## src/design/ujet_pkg.sv

```systemverilog
`default_nettype none
// ----------------------------------------------------------------------------
// ujet_pkg
// Shared types, constants and byte-generation functions of the UTF-8 / JSON
// escape transcoder.
// ----------------------------------------------------------------------------
package ujet_pkg;

  localparam logic [7:0] CH_NUL       = 8'h00;
  localparam logic [7:0] CH_BACKSLASH = 8'h5C;
  localparam logic [7:0] CH_LOWER_U   = 8'h75;
  localparam logic [7:0] CH_UPPER_U   = 8'h55;

  localparam logic [20:0] CP_ASCII_LIMIT = 21'h00080;
  localparam logic [20:0] CP_TWO_LIMIT   = 21'h00800;
  localparam logic [20:0] CP_SUPP_BASE   = 21'h10000;

  localparam logic [15:0] SURR_HIGH_MIN = 16'hD800;
  localparam logic [15:0] SURR_HIGH_MAX = 16'hDBFF;
  localparam logic [15:0] SURR_LOW_MIN  = 16'hDC00;
  localparam logic [15:0] SURR_LOW_MAX  = 16'hDFFF;

  localparam logic [5:0] SURR_HIGH_TAG = 6'b110110;
  localparam logic [5:0] SURR_LOW_TAG  = 6'b110111;

  localparam logic [3:0] ESC_LEN = 4'd6;

  localparam logic [7:0] HEX_DIGITS [16] = '{
    8'h30, 8'h31, 8'h32, 8'h33, 8'h34, 8'h35, 8'h36, 8'h37,
    8'h38, 8'h39, 8'h41, 8'h42, 8'h43, 8'h44, 8'h45, 8'h46
  };

  typedef enum logic [1:0] {
    KIND_NONE,
    KIND_CP,
    KIND_TERM,
    KIND_ERR
  } cmd_kind_t;

  typedef struct packed {
    logic        pre_bs;
    cmd_kind_t   kind;
    logic [20:0] cp;
  } cmd_t;

  typedef struct packed {
    logic push;
    cmd_t cmd;
  } front_req_t;

  typedef struct packed {
    logic valid;
    cmd_t cmd;
  } queue_head_t;

  function automatic logic [3:0] ujet_cp_len(input logic mode, input logic [20:0] cp);
    logic [3:0] len;
    if (cp < CP_ASCII_LIMIT) begin
      len = 4'd1;
    end else if (mode) begin
      len = (cp >= CP_SUPP_BASE) ? 4'd12 : ESC_LEN;
    end else if (cp < CP_TWO_LIMIT) begin
      len = 4'd2;
    end else if (cp < CP_SUPP_BASE) begin
      len = 4'd3;
    end else begin
      len = 4'd4;
    end
    return len;
  endfunction

  function automatic logic [7:0] ujet_cp_byte(input logic mode, input logic [20:0] cp,
                                               input logic [3:0] k);
    logic [20:0] d;
    logic [15:0] v;
    logic [3:0]  j;
    logic [3:0]  nib;
    logic [7:0]  res;
    d = cp - CP_SUPP_BASE;
    if (k >= ESC_LEN) begin
      j = k - ESC_LEN;
      v = {SURR_LOW_TAG, d[9:0]};
    end else begin
      j = k;
      v = (cp >= CP_SUPP_BASE) ? {SURR_HIGH_TAG, d[19:10]} : cp[15:0];
    end
    case (j)
      4'd2:    nib = v[15:12];
      4'd3:    nib = v[11:8];
      4'd4:    nib = v[7:4];
      default: nib = v[3:0];
    endcase
    res = 8'h00;
    if (cp < CP_ASCII_LIMIT) begin
      res = cp[7:0];
    end else if (mode) begin
      case (j)
        4'd0:    res = CH_BACKSLASH;
        4'd1:    res = CH_LOWER_U;
        default: res = HEX_DIGITS[nib];
      endcase
    end else if (cp < CP_TWO_LIMIT) begin
      case (k)
        4'd0:    res = {3'b110, cp[10:6]};
        default: res = {2'b10, cp[5:0]};
      endcase
    end else if (cp < CP_SUPP_BASE) begin
      case (k)
        4'd0:    res = {4'b1110, cp[15:12]};
        4'd1:    res = {2'b10, cp[11:6]};
        default: res = {2'b10, cp[5:0]};
      endcase
    end else begin
      case (k)
        4'd0:    res = {5'b11110, cp[20:18]};
        4'd1:    res = {2'b10, cp[17:12]};
        4'd2:    res = {2'b10, cp[11:6]};
        default: res = {2'b10, cp[5:0]};
      endcase
    end
    return res;
  endfunction

endpackage
`default_nettype wire

```

## src/design/ujet_front.sv

```systemverilog
`default_nettype none
// ----------------------------------------------------------------------------
// ujet_front
// Byte parser: decodes UTF-8 sequences and \u escapes, joins surrogate pairs
// and issues one output command per input byte that produces results.
// ----------------------------------------------------------------------------
module ujet_front (
  input  wire logic              clk,
  input  wire logic              rst_n,
  input  wire logic              accept,
  input  wire logic [7:0]        in_byte,
  output ujet_pkg::front_req_t   req
);
  import ujet_pkg::*;

  typedef enum logic [2:0] {
    PH_IDLE,
    PH_CONT,
    PH_BSLASH,
    PH_HEX_A,
    PH_BS_B,
    PH_U_B,
    PH_HEX_B,
    PH_DROP
  } phase_t;

  phase_t      phase_r, phase_nxt;
  logic [20:0] acc_r, acc_nxt;
  logic [2:0]  rem_r, rem_nxt;
  logic [15:0] high_r, high_nxt;

  phase_t      lead_phase;
  cmd_kind_t   lead_kind;
  logic [20:0] lead_acc;
  logic [2:0]  lead_rem;

  logic        hex_ok;
  logic [3:0]  hex_nib;
  logic [15:0] hex_acc;
  logic [2:0]  rem_dec;
  logic        is_u;
  logic [20:0] pair_cp;

  always_comb begin
    hex_ok  = 1'b1;
    hex_nib = 4'd0;
    if (in_byte >= 8'h30 && in_byte <= 8'h39) begin
      hex_nib = in_byte[3:0];
    end else if ((in_byte >= 8'h61 && in_byte <= 8'h66) ||
                 (in_byte >= 8'h41 && in_byte <= 8'h46)) begin
      hex_nib = in_byte[3:0] + 4'd9;
    end else begin
      hex_ok = 1'b0;
    end
  end

  assign hex_acc = {acc_r[11:0], hex_nib};
  assign rem_dec = rem_r - 3'd1;
  assign is_u    = (in_byte == CH_LOWER_U) || (in_byte == CH_UPPER_U);
  assign pair_cp = {1'b0, high_r[9:0], hex_acc[9:0]} + CP_SUPP_BASE;

  always_comb begin
    lead_phase = PH_IDLE;
    lead_kind  = KIND_NONE;
    lead_acc   = acc_r;
    lead_rem   = rem_r;
    if (in_byte == CH_NUL) begin
      lead_kind = KIND_TERM;
    end else if (in_byte[7] == 1'b0) begin
      if (in_byte == CH_BACKSLASH) begin
        lead_phase = PH_BSLASH;
      end else begin
        lead_kind = KIND_CP;
      end
    end else if (in_byte[7:5] == 3'b110) begin
      lead_acc   = {16'd0, in_byte[4:0]};
      lead_rem   = 3'd1;
      lead_phase = PH_CONT;
    end else if (in_byte[7:4] == 4'b1110) begin
      lead_acc   = {17'd0, in_byte[3:0]};
      lead_rem   = 3'd2;
      lead_phase = PH_CONT;
    end else if (in_byte[7:3] == 5'b11110) begin
      lead_acc   = {18'd0, in_byte[2:0]};
      lead_rem   = 3'd3;
      lead_phase = PH_CONT;
    end else begin
      lead_kind  = KIND_ERR;
      lead_phase = PH_DROP;
    end
  end

  always_comb begin
    phase_nxt      = phase_r;
    acc_nxt        = acc_r;
    rem_nxt        = rem_r;
    high_nxt       = high_r;
    req.cmd.pre_bs = 1'b0;
    req.cmd.kind   = KIND_NONE;
    req.cmd.cp     = {13'd0, in_byte};
    case (phase_r)
      PH_CONT: begin
        if (in_byte[7:6] != 2'b10) begin
          req.cmd.kind = KIND_ERR;
          phase_nxt    = (in_byte == CH_NUL) ? PH_IDLE : PH_DROP;
        end else begin
          acc_nxt = {acc_r[14:0], in_byte[5:0]};
          rem_nxt = rem_dec;
          if (rem_dec == 3'd0) begin
            phase_nxt    = PH_IDLE;
            req.cmd.kind = KIND_CP;
            req.cmd.cp   = {acc_r[14:0], in_byte[5:0]};
          end
        end
      end
      PH_BSLASH: begin
        if (is_u) begin
          acc_nxt   = 21'd0;
          rem_nxt   = 3'd4;
          phase_nxt = PH_HEX_A;
        end else begin
          req.cmd.pre_bs = 1'b1;
          req.cmd.kind   = lead_kind;
          phase_nxt      = lead_phase;
          acc_nxt        = lead_acc;
          rem_nxt        = lead_rem;
        end
      end
      PH_HEX_A, PH_HEX_B: begin
        if (!hex_ok) begin
          req.cmd.kind = KIND_ERR;
          phase_nxt    = (in_byte == CH_NUL) ? PH_IDLE : PH_DROP;
        end else begin
          acc_nxt = {5'd0, hex_acc};
          rem_nxt = rem_dec;
          if (rem_dec == 3'd0) begin
            if (phase_r == PH_HEX_A) begin
              if (hex_acc >= SURR_HIGH_MIN && hex_acc <= SURR_HIGH_MAX) begin
                high_nxt  = hex_acc;
                phase_nxt = PH_BS_B;
              end else begin
                phase_nxt    = PH_IDLE;
                req.cmd.kind = KIND_CP;
                req.cmd.cp   = {5'd0, hex_acc};
              end
            end else begin
              phase_nxt    = PH_IDLE;
              req.cmd.kind = KIND_CP;
              if (hex_acc >= SURR_LOW_MIN && hex_acc <= SURR_LOW_MAX) begin
                req.cmd.cp = pair_cp;
              end else begin
                req.cmd.cp = {5'd0, high_r};
              end
            end
          end
        end
      end
      PH_BS_B: begin
        if (in_byte == CH_BACKSLASH) begin
          phase_nxt = PH_U_B;
        end else begin
          req.cmd.kind = KIND_ERR;
          phase_nxt    = (in_byte == CH_NUL) ? PH_IDLE : PH_DROP;
        end
      end
      PH_U_B: begin
        if (is_u) begin
          acc_nxt   = 21'd0;
          rem_nxt   = 3'd4;
          phase_nxt = PH_HEX_B;
        end else begin
          req.cmd.kind = KIND_ERR;
          phase_nxt    = (in_byte == CH_NUL) ? PH_IDLE : PH_DROP;
        end
      end
      PH_DROP: begin
        if (in_byte == CH_NUL) begin
          phase_nxt = PH_IDLE;
        end
      end
      default: begin
        req.cmd.kind = lead_kind;
        phase_nxt    = lead_phase;
        acc_nxt      = lead_acc;
        rem_nxt      = lead_rem;
      end
    endcase
    req.push = accept && (req.cmd.pre_bs || (req.cmd.kind != KIND_NONE));
  end

  always_ff @(posedge clk) begin
    if (!rst_n) begin
      phase_r <= PH_IDLE;
      acc_r   <= 21'd0;
      rem_r   <= 3'd0;
      high_r  <= 16'd0;
    end else if (accept) begin
      phase_r <= phase_nxt;
      acc_r   <= acc_nxt;
      rem_r   <= rem_nxt;
      high_r  <= high_nxt;
    end
  end

endmodule
`default_nettype wire

```

## src/design/ujet_queue.sv

```systemverilog
`default_nettype none
// ----------------------------------------------------------------------------
// ujet_queue
// Two-entry command queue between the parser and the byte generator.
// ----------------------------------------------------------------------------
module ujet_queue (
  input  wire logic                  clk,
  input  wire logic                  rst_n,
  input  wire ujet_pkg::front_req_t  req,
  input  wire logic                  pop,
  output logic                       full,
  output ujet_pkg::queue_head_t      head
);
  import ujet_pkg::*;

  cmd_t       entry_r [2];
  logic       wr_ptr_r, rd_ptr_r;
  logic [1:0] count_r, count_nxt;

  assign full       = (count_r == 2'd2);
  assign head.valid = (count_r != 2'd0);
  assign head.cmd   = entry_r[rd_ptr_r];

  always_comb begin
    count_nxt = count_r;
    if (req.push && !(pop && head.valid)) begin
      count_nxt = count_r + 2'd1;
    end else if (!req.push && pop && head.valid) begin
      count_nxt = count_r - 2'd1;
    end
  end

  always_ff @(posedge clk) begin
    if (req.push) begin
      entry_r[wr_ptr_r] <= req.cmd;
    end
  end

  always_ff @(posedge clk) begin
    if (!rst_n) begin
      wr_ptr_r <= 1'b0;
      rd_ptr_r <= 1'b0;
      count_r  <= 2'd0;
    end else begin
      count_r <= count_nxt;
      if (req.push) begin
        wr_ptr_r <= ~wr_ptr_r;
      end
      if (pop && head.valid) begin
        rd_ptr_r <= ~rd_ptr_r;
      end
    end
  end

endmodule
`default_nettype wire

```

## src/design/ujet_back.sv

```systemverilog
`default_nettype none
// ----------------------------------------------------------------------------
// ujet_back
// Byte generator: expands each queued command into output bytes, one per
// cycle while the output is not stalled, into a registered output stage.
// ----------------------------------------------------------------------------
module ujet_back (
  input  wire logic                   clk,
  input  wire logic                   rst_n,
  input  wire logic                   mode,
  input  wire ujet_pkg::queue_head_t  head,
  output logic                        pop,
  input  wire logic                   out_stall,
  output logic                        out_valid,
  output logic [7:0]                  out_byte,
  output logic                        out_end_of_text,
  output logic                        out_error_flag,
  output logic                        out_last_of_run
);
  import ujet_pkg::*;

  logic [3:0] pos_r;
  logic [3:0] body_len;
  logic [3:0] total;
  logic [3:0] k;
  logic       adv;
  logic       last;
  logic [7:0] byte_nxt;
  logic       eot_nxt;
  logic       err_nxt;

  logic       out_valid_r;
  logic [7:0] out_byte_r;
  logic       out_eot_r;
  logic       out_err_r;
  logic       out_last_r;

  always_comb begin
    case (head.cmd.kind)
      KIND_CP:             body_len = ujet_cp_len(mode, head.cmd.cp);
      KIND_TERM, KIND_ERR: body_len = 4'd1;
      default:             body_len = 4'd0;
    endcase
  end

  assign total = body_len + {3'd0, head.cmd.pre_bs};
  assign k     = pos_r - {3'd0, head.cmd.pre_bs};
  assign adv   = head.valid && (!out_valid_r || !out_stall);
  assign last  = (pos_r == total - 4'd1);
  assign pop   = adv && last;

  always_comb begin
    byte_nxt = 8'h00;
    eot_nxt  = 1'b0;
    err_nxt  = 1'b0;
    if (head.cmd.pre_bs && (pos_r == 4'd0)) begin
      byte_nxt = CH_BACKSLASH;
    end else if (head.cmd.kind == KIND_CP) begin
      byte_nxt = ujet_cp_byte(mode, head.cmd.cp, k);
    end else begin
      eot_nxt = 1'b1;
      err_nxt = (head.cmd.kind == KIND_ERR);
    end
  end

  always_ff @(posedge clk) begin
    if (adv) begin
      out_byte_r <= byte_nxt;
      out_eot_r  <= eot_nxt;
      out_err_r  <= err_nxt;
      out_last_r <= last;
    end
  end

  always_ff @(posedge clk) begin
    if (!rst_n) begin
      out_valid_r <= 1'b0;
      pos_r       <= 4'd0;
    end else begin
      if (adv) begin
        out_valid_r <= 1'b1;
        pos_r       <= last ? 4'd0 : pos_r + 4'd1;
      end else if (!out_stall) begin
        out_valid_r <= 1'b0;
      end
    end
  end

  assign out_valid       = out_valid_r;
  assign out_byte        = out_byte_r;
  assign out_end_of_text = out_eot_r;
  assign out_error_flag  = out_err_r;
  assign out_last_of_run = out_last_r;

endmodule
`default_nettype wire

```

## src/design/utf8_json_escape_transcoder_core.sv

```systemverilog
`default_nettype none
// ----------------------------------------------------------------------------
// utf8_json_escape_transcoder_core
// Converts NUL-terminated UTF-8 text with JSON \u escapes into plain UTF-8
// or into ASCII with \u escapes, one output byte per transfer.
//
//   Channel   Direction  Handshake            Payload
//   in_*      input      in_valid / in_stall  in_byte
//   out_*     output     out_valid/out_stall  out_byte, out_end_of_text,
//                                             out_error_flag, out_last_of_run
//   cfg_*     input      cfg_wr_en            cfg_wr_data (mode)
//
// The parser takes one input byte per cycle while its two-entry command queue
// has room. The byte generator emits one output byte per cycle while the
// output is not stalled, and an input byte can yield up to twelve of them.
// Reset is synchronous and active low. A stall on the output backs up the
// queue and then the input through in_stall.
// ----------------------------------------------------------------------------
module utf8_json_escape_transcoder_core (
  input  wire logic       clk,
  input  wire logic       rst_n,
  input  wire logic       in_valid,
  output logic            in_stall,
  input  wire logic [7:0] in_byte,
  output logic            out_valid,
  input  wire logic       out_stall,
  output logic [7:0]      out_byte,
  output logic            out_end_of_text,
  output logic            out_error_flag,
  output logic            out_last_of_run,
  input  wire logic       cfg_wr_en,
  input  wire logic       cfg_wr_data
);
  import ujet_pkg::*;

  logic        mode_r;
  logic        q_full;
  logic        accept;
  logic        pop;
  front_req_t  req;
  queue_head_t head;

  assign in_stall = q_full;
  assign accept   = in_valid && !q_full;

  always_ff @(posedge clk) begin
    if (!rst_n) begin
      mode_r <= 1'b0;
    end else if (cfg_wr_en) begin
      mode_r <= cfg_wr_data;
    end
  end

  ujet_front u_front (
    .clk     (clk),
    .rst_n   (rst_n),
    .accept  (accept),
    .in_byte (in_byte),
    .req     (req)
  );

  ujet_queue u_queue (
    .clk   (clk),
    .rst_n (rst_n),
    .req   (req),
    .pop   (pop),
    .full  (q_full),
    .head  (head)
  );

  ujet_back u_back (
    .clk             (clk),
    .rst_n           (rst_n),
    .mode            (mode_r),
    .head            (head),
    .pop             (pop),
    .out_stall       (out_stall),
    .out_valid       (out_valid),
    .out_byte        (out_byte),
    .out_end_of_text (out_end_of_text),
    .out_error_flag  (out_error_flag),
    .out_last_of_run (out_last_of_run)
  );

endmodule
`default_nettype wire
```

## config.mk

```make
export PLATFORM = sky130hd
export DESIGN_NAME = utf8_json_escape_transcoder_core
export DESIGN_NICKNAME = d
export VERILOG_FILES = /design/src/design/ujet_pkg.sv /design/src/design/ujet_front.sv /design/src/design/ujet_queue.sv /design/src/design/ujet_back.sv /design/src/design/utf8_json_escape_transcoder_core.sv
export SDC_FILE = /design/constraint.sdc
export NUM_CORES = 1
export LEC_CHECK = 0
export ABC_AREA = 1
export BUFFER_PORTS_ARGS = -buffer_cell sky130_fd_sc_hd__buf_2
export CAP_MARGIN = 10
export CELL_PAD_IN_SITES_DETAIL_PLACEMENT = 1
export CELL_PAD_IN_SITES_GLOBAL_PLACEMENT = 1
export CORE_ASPECT_RATIO = 1.2
export CORE_UTILIZATION = 46
export DETAILED_ROUTE_END_ITERATION = 8
export GPL_TIMING_DRIVEN = 0
export PLACE_DENSITY = 0.9
export RECOVER_POWER = 50
export SKIP_CTS_REPAIR_TIMING = 1
export SYNTH_ARGS = -nofsm -noshare
export SYNTH_HDL_FRONTEND = slang
export SYNTH_SLANG_ARGS = --single-unit
```

## constraint.sdc

```tcl
create_clock -name clk -period 4.58 [get_ports clk]
set_clock_uncertainty 0.2 [all_clocks]
set_input_delay 0.687 -clock clk [delete_from_list [all_inputs] [get_ports clk]]
set_output_delay 0.687 -clock clk [all_outputs]
set_load 0.01 [all_outputs]
```

==> flow_summary.ini <==
[outcome]
outcome = finished, final reports clean

[setup_path]
r2r-end = u_back.out_byte[0]
max_stage_delay_ps = 400
critPathTopFamily = simple AND/OR/NAND/NOR gates
cp_num_buf_inv = 6
worst_ep_arrival_time_ps = 4220
crit_slowest_cell = dfxtp_2
worstSetupPathType = flip-flop to flip-flop
rrSetupSlack_ps = 250
cp-start-kind = flip-flop
reg2reg_depth = 26
crit_top_cell = nand2_1
cp_max_fo = 10
required_ps = 4470
end_kind = flip-flop

[timing]
min_period_ps = 4330
fmax_ghz = 0.231
fin_crit_sh_pct = 94.6
slew_violations = 0
hold_violations = 0
worstMarginPinSlew_ps = 1020
setup-violations-final = 0
slew_headroom_pct = 31.6

[logic_synthesis]
synthTopCellsByArea = edfxtp_1, dfxtp_1, nand2_1
synthCells = 968
netlist_top_cells_count = nand2_1, inv_1, o21ai_0
synth.distinct_cells = 48
syn_nets = 998
synth-async-reset-ratio_pct = 0
yosysMostFrequentCell = nand2_1
yosys.area.top_type = edfxtp_1
ys_ff_latch = 107
yosysSeqAreaShare_pct = 39.1
syn-cell-area_um2 = 6990
synth_top_area_share_pct = 25.4
synth.avg_cell_area_um2 = 7.22
synth_edf_count = 59
ys.flop_type = edfxtp_1
yosysWarnings = 0

[placed_design]
hpwl_um = 18100
io_buffer_count = 23
place_area_um2 = 7390
gp_congestion = 0.933

[hold_path]
min-delay-start = u_front.high_r[11]
hold_end = u_front.high_r[11]
hold_depth = 2
hold_class = flip-flop to flip-flop

[global_routing]
grt_pass1_vias = 7405
grt_pass1_wl_um = 37700
overflow = 0
grt_max_degree = 20
track_usage_pct = 31.5
antenna_found_initial = 0

[power]
leakage_nw = 3.05
total_power_mw = 5.05
powerDensity_nw_per_um2 = 661
vdd_drop_max_mv = 0.246

[die]
dieArea_um2 = 15700
core_area_um2 = 14600
num_rows = 48
die_y_um = 137
start_util_pct = 47.9
die_x_um = 114
pin_count = 27

[detailed_routing]
ant_nets = 0
drcViolationCount = 0
wirelength_um = 23500
vias_per_cell = 5.91
dr.pass1.iters = 6
drt_iter0_drc = 368
wire_per_inst_um = 19.4
vias = 7147

[finish]
area_growth_pct = 9.39
final_cell_area_um2 = 7640
fillers = 1920
final_layout_size_suffix_gt1_share_pct = 8.42
final_core_util_pct = 52.4
layout.nets = 1034
diodes = 0

[clock_tree]
clk_latency_ps = 360
clk_path_buf_depth = 2
cts_buffers = 9
clk_pin_slew_worst_paths_ps = 80
cts_tree = yes
cts_max_level = 3
cts.sinks = 107
root_buffer = clkbuf_16

[job]
maxCapViolations = 0
[worst max-delay path by stage]
stage,endpoint,start,cells past startpoint
after CTS,u_back.out_byte[0],flip-flop,26
after floorplan,u_back.out_byte[0],flip-flop,26
after detailed placement,u_back.out_byte[0],flip-flop,26
after global routing,u_back.out_byte[0],flip-flop,27
after global placement,u_queue.entry_r[1][22],in_byte[0],14
final,u_back.out_byte[0],flip-flop,26
[registers in the layout, indices dropped and copies added, names as in the netlist, named ones only]
register                cells
u_queue.entry_r            48
u_front.high_r             16
u_front.acc_r              15
u_back.out_byte             8
u_back.pos_r                4
u_front.phase_r             3
u_front.rem_r               3
u_queue.count_r             2
mode_r                      1
u_back.out_end_of_text      1
u_back.out_error_flag       1
u_back.out_last_of_run      1
u_back.out_valid            1
u_queue.rd_ptr_r            1
u_queue.wr_ptr_r            1
[area by class of cell]
class / count / area, um^2 / area share (%)
multi-input cells: 713 / 3670 / 48.0
flip-flops and latches: 107 / 2730 / 35.8
inverters: 118 / 443 / 5.80
well taps: 200 / 250 / 3.27
clock buffers: 10 / 229 / 3.00
plain buffers: 30 / 144 / 1.88
repair buffers: 25 / 128 / 1.67
clock inverters: 6 / 45.0 / 0.589
[cells by family after synthesis]
logic type,Yosys count,synth area share [%]
flops,107,39.1
xor+xnor,10,1.36
fa+ha+maj,16,2.87
mux,5,0.716
simple gates,448,28.3
compound gates,234,19.2
buf+inv,148,8.49
[cells in the final DEF, fill, tap and decap left out, drive strengths merged]
cell type	n
a32o	1
nor2	104
a22oi	2
a21oi	57
inv	116
a22o	6
o211ai	14
o221ai	4
dfxtp	48
nand3	59
clkinv	8
o2111ai	1
and3	4
or2	10
buf	20
nand4	11
xnor2	4
o21ai	118
edfxtp	59
nor3	12
a41oi	2
ha	16
nand3b	1
o22ai	13
o32ai	6
xor2	6
a221oi	2
a31oi	5
mux2i	5
nor3b	2
a211oi	1
o31ai	2
clkbuf	45
nand2	241
nor4	4
[worst min-delay path, cell delays in order, from the launching register on]
cell	delay, ps
dfxtp_1	330
nor2_1	40
nor2_1	60
[power breakdown]
group	total [mW]	switching (mW)	internal [mW]
Combinational	2.89	2.02	0.868
Sequential	1.42	0.107	1.31
Clock	0.745	0.369	0.376
[stage by stage]
stage	hold slack, ps	setup WS [ps]	cells	setup TNS, ps
detailed placement	252	-70.1	1193	-70.1
floorplan	224	854	968	0
finish	264	248	1209	0
global placement	243	-295	1191	-13150
global route	290	-0.797	1209	-0.797
CTS	269	-95.6	1209	-95.6
[layer usage]
metal	GRT usage, %	routed length (um)	share of wire [%]	vias up
li1	-	-	-	3369
met1	34.5	9210	39	3437
met2	57.3	11900	51	252
met3	3.72	997	4.2	89
met4	20.3	1350	5.7	0
met5	0	0	0	-
No activity file was read; power rests on OpenSTA's default activity.
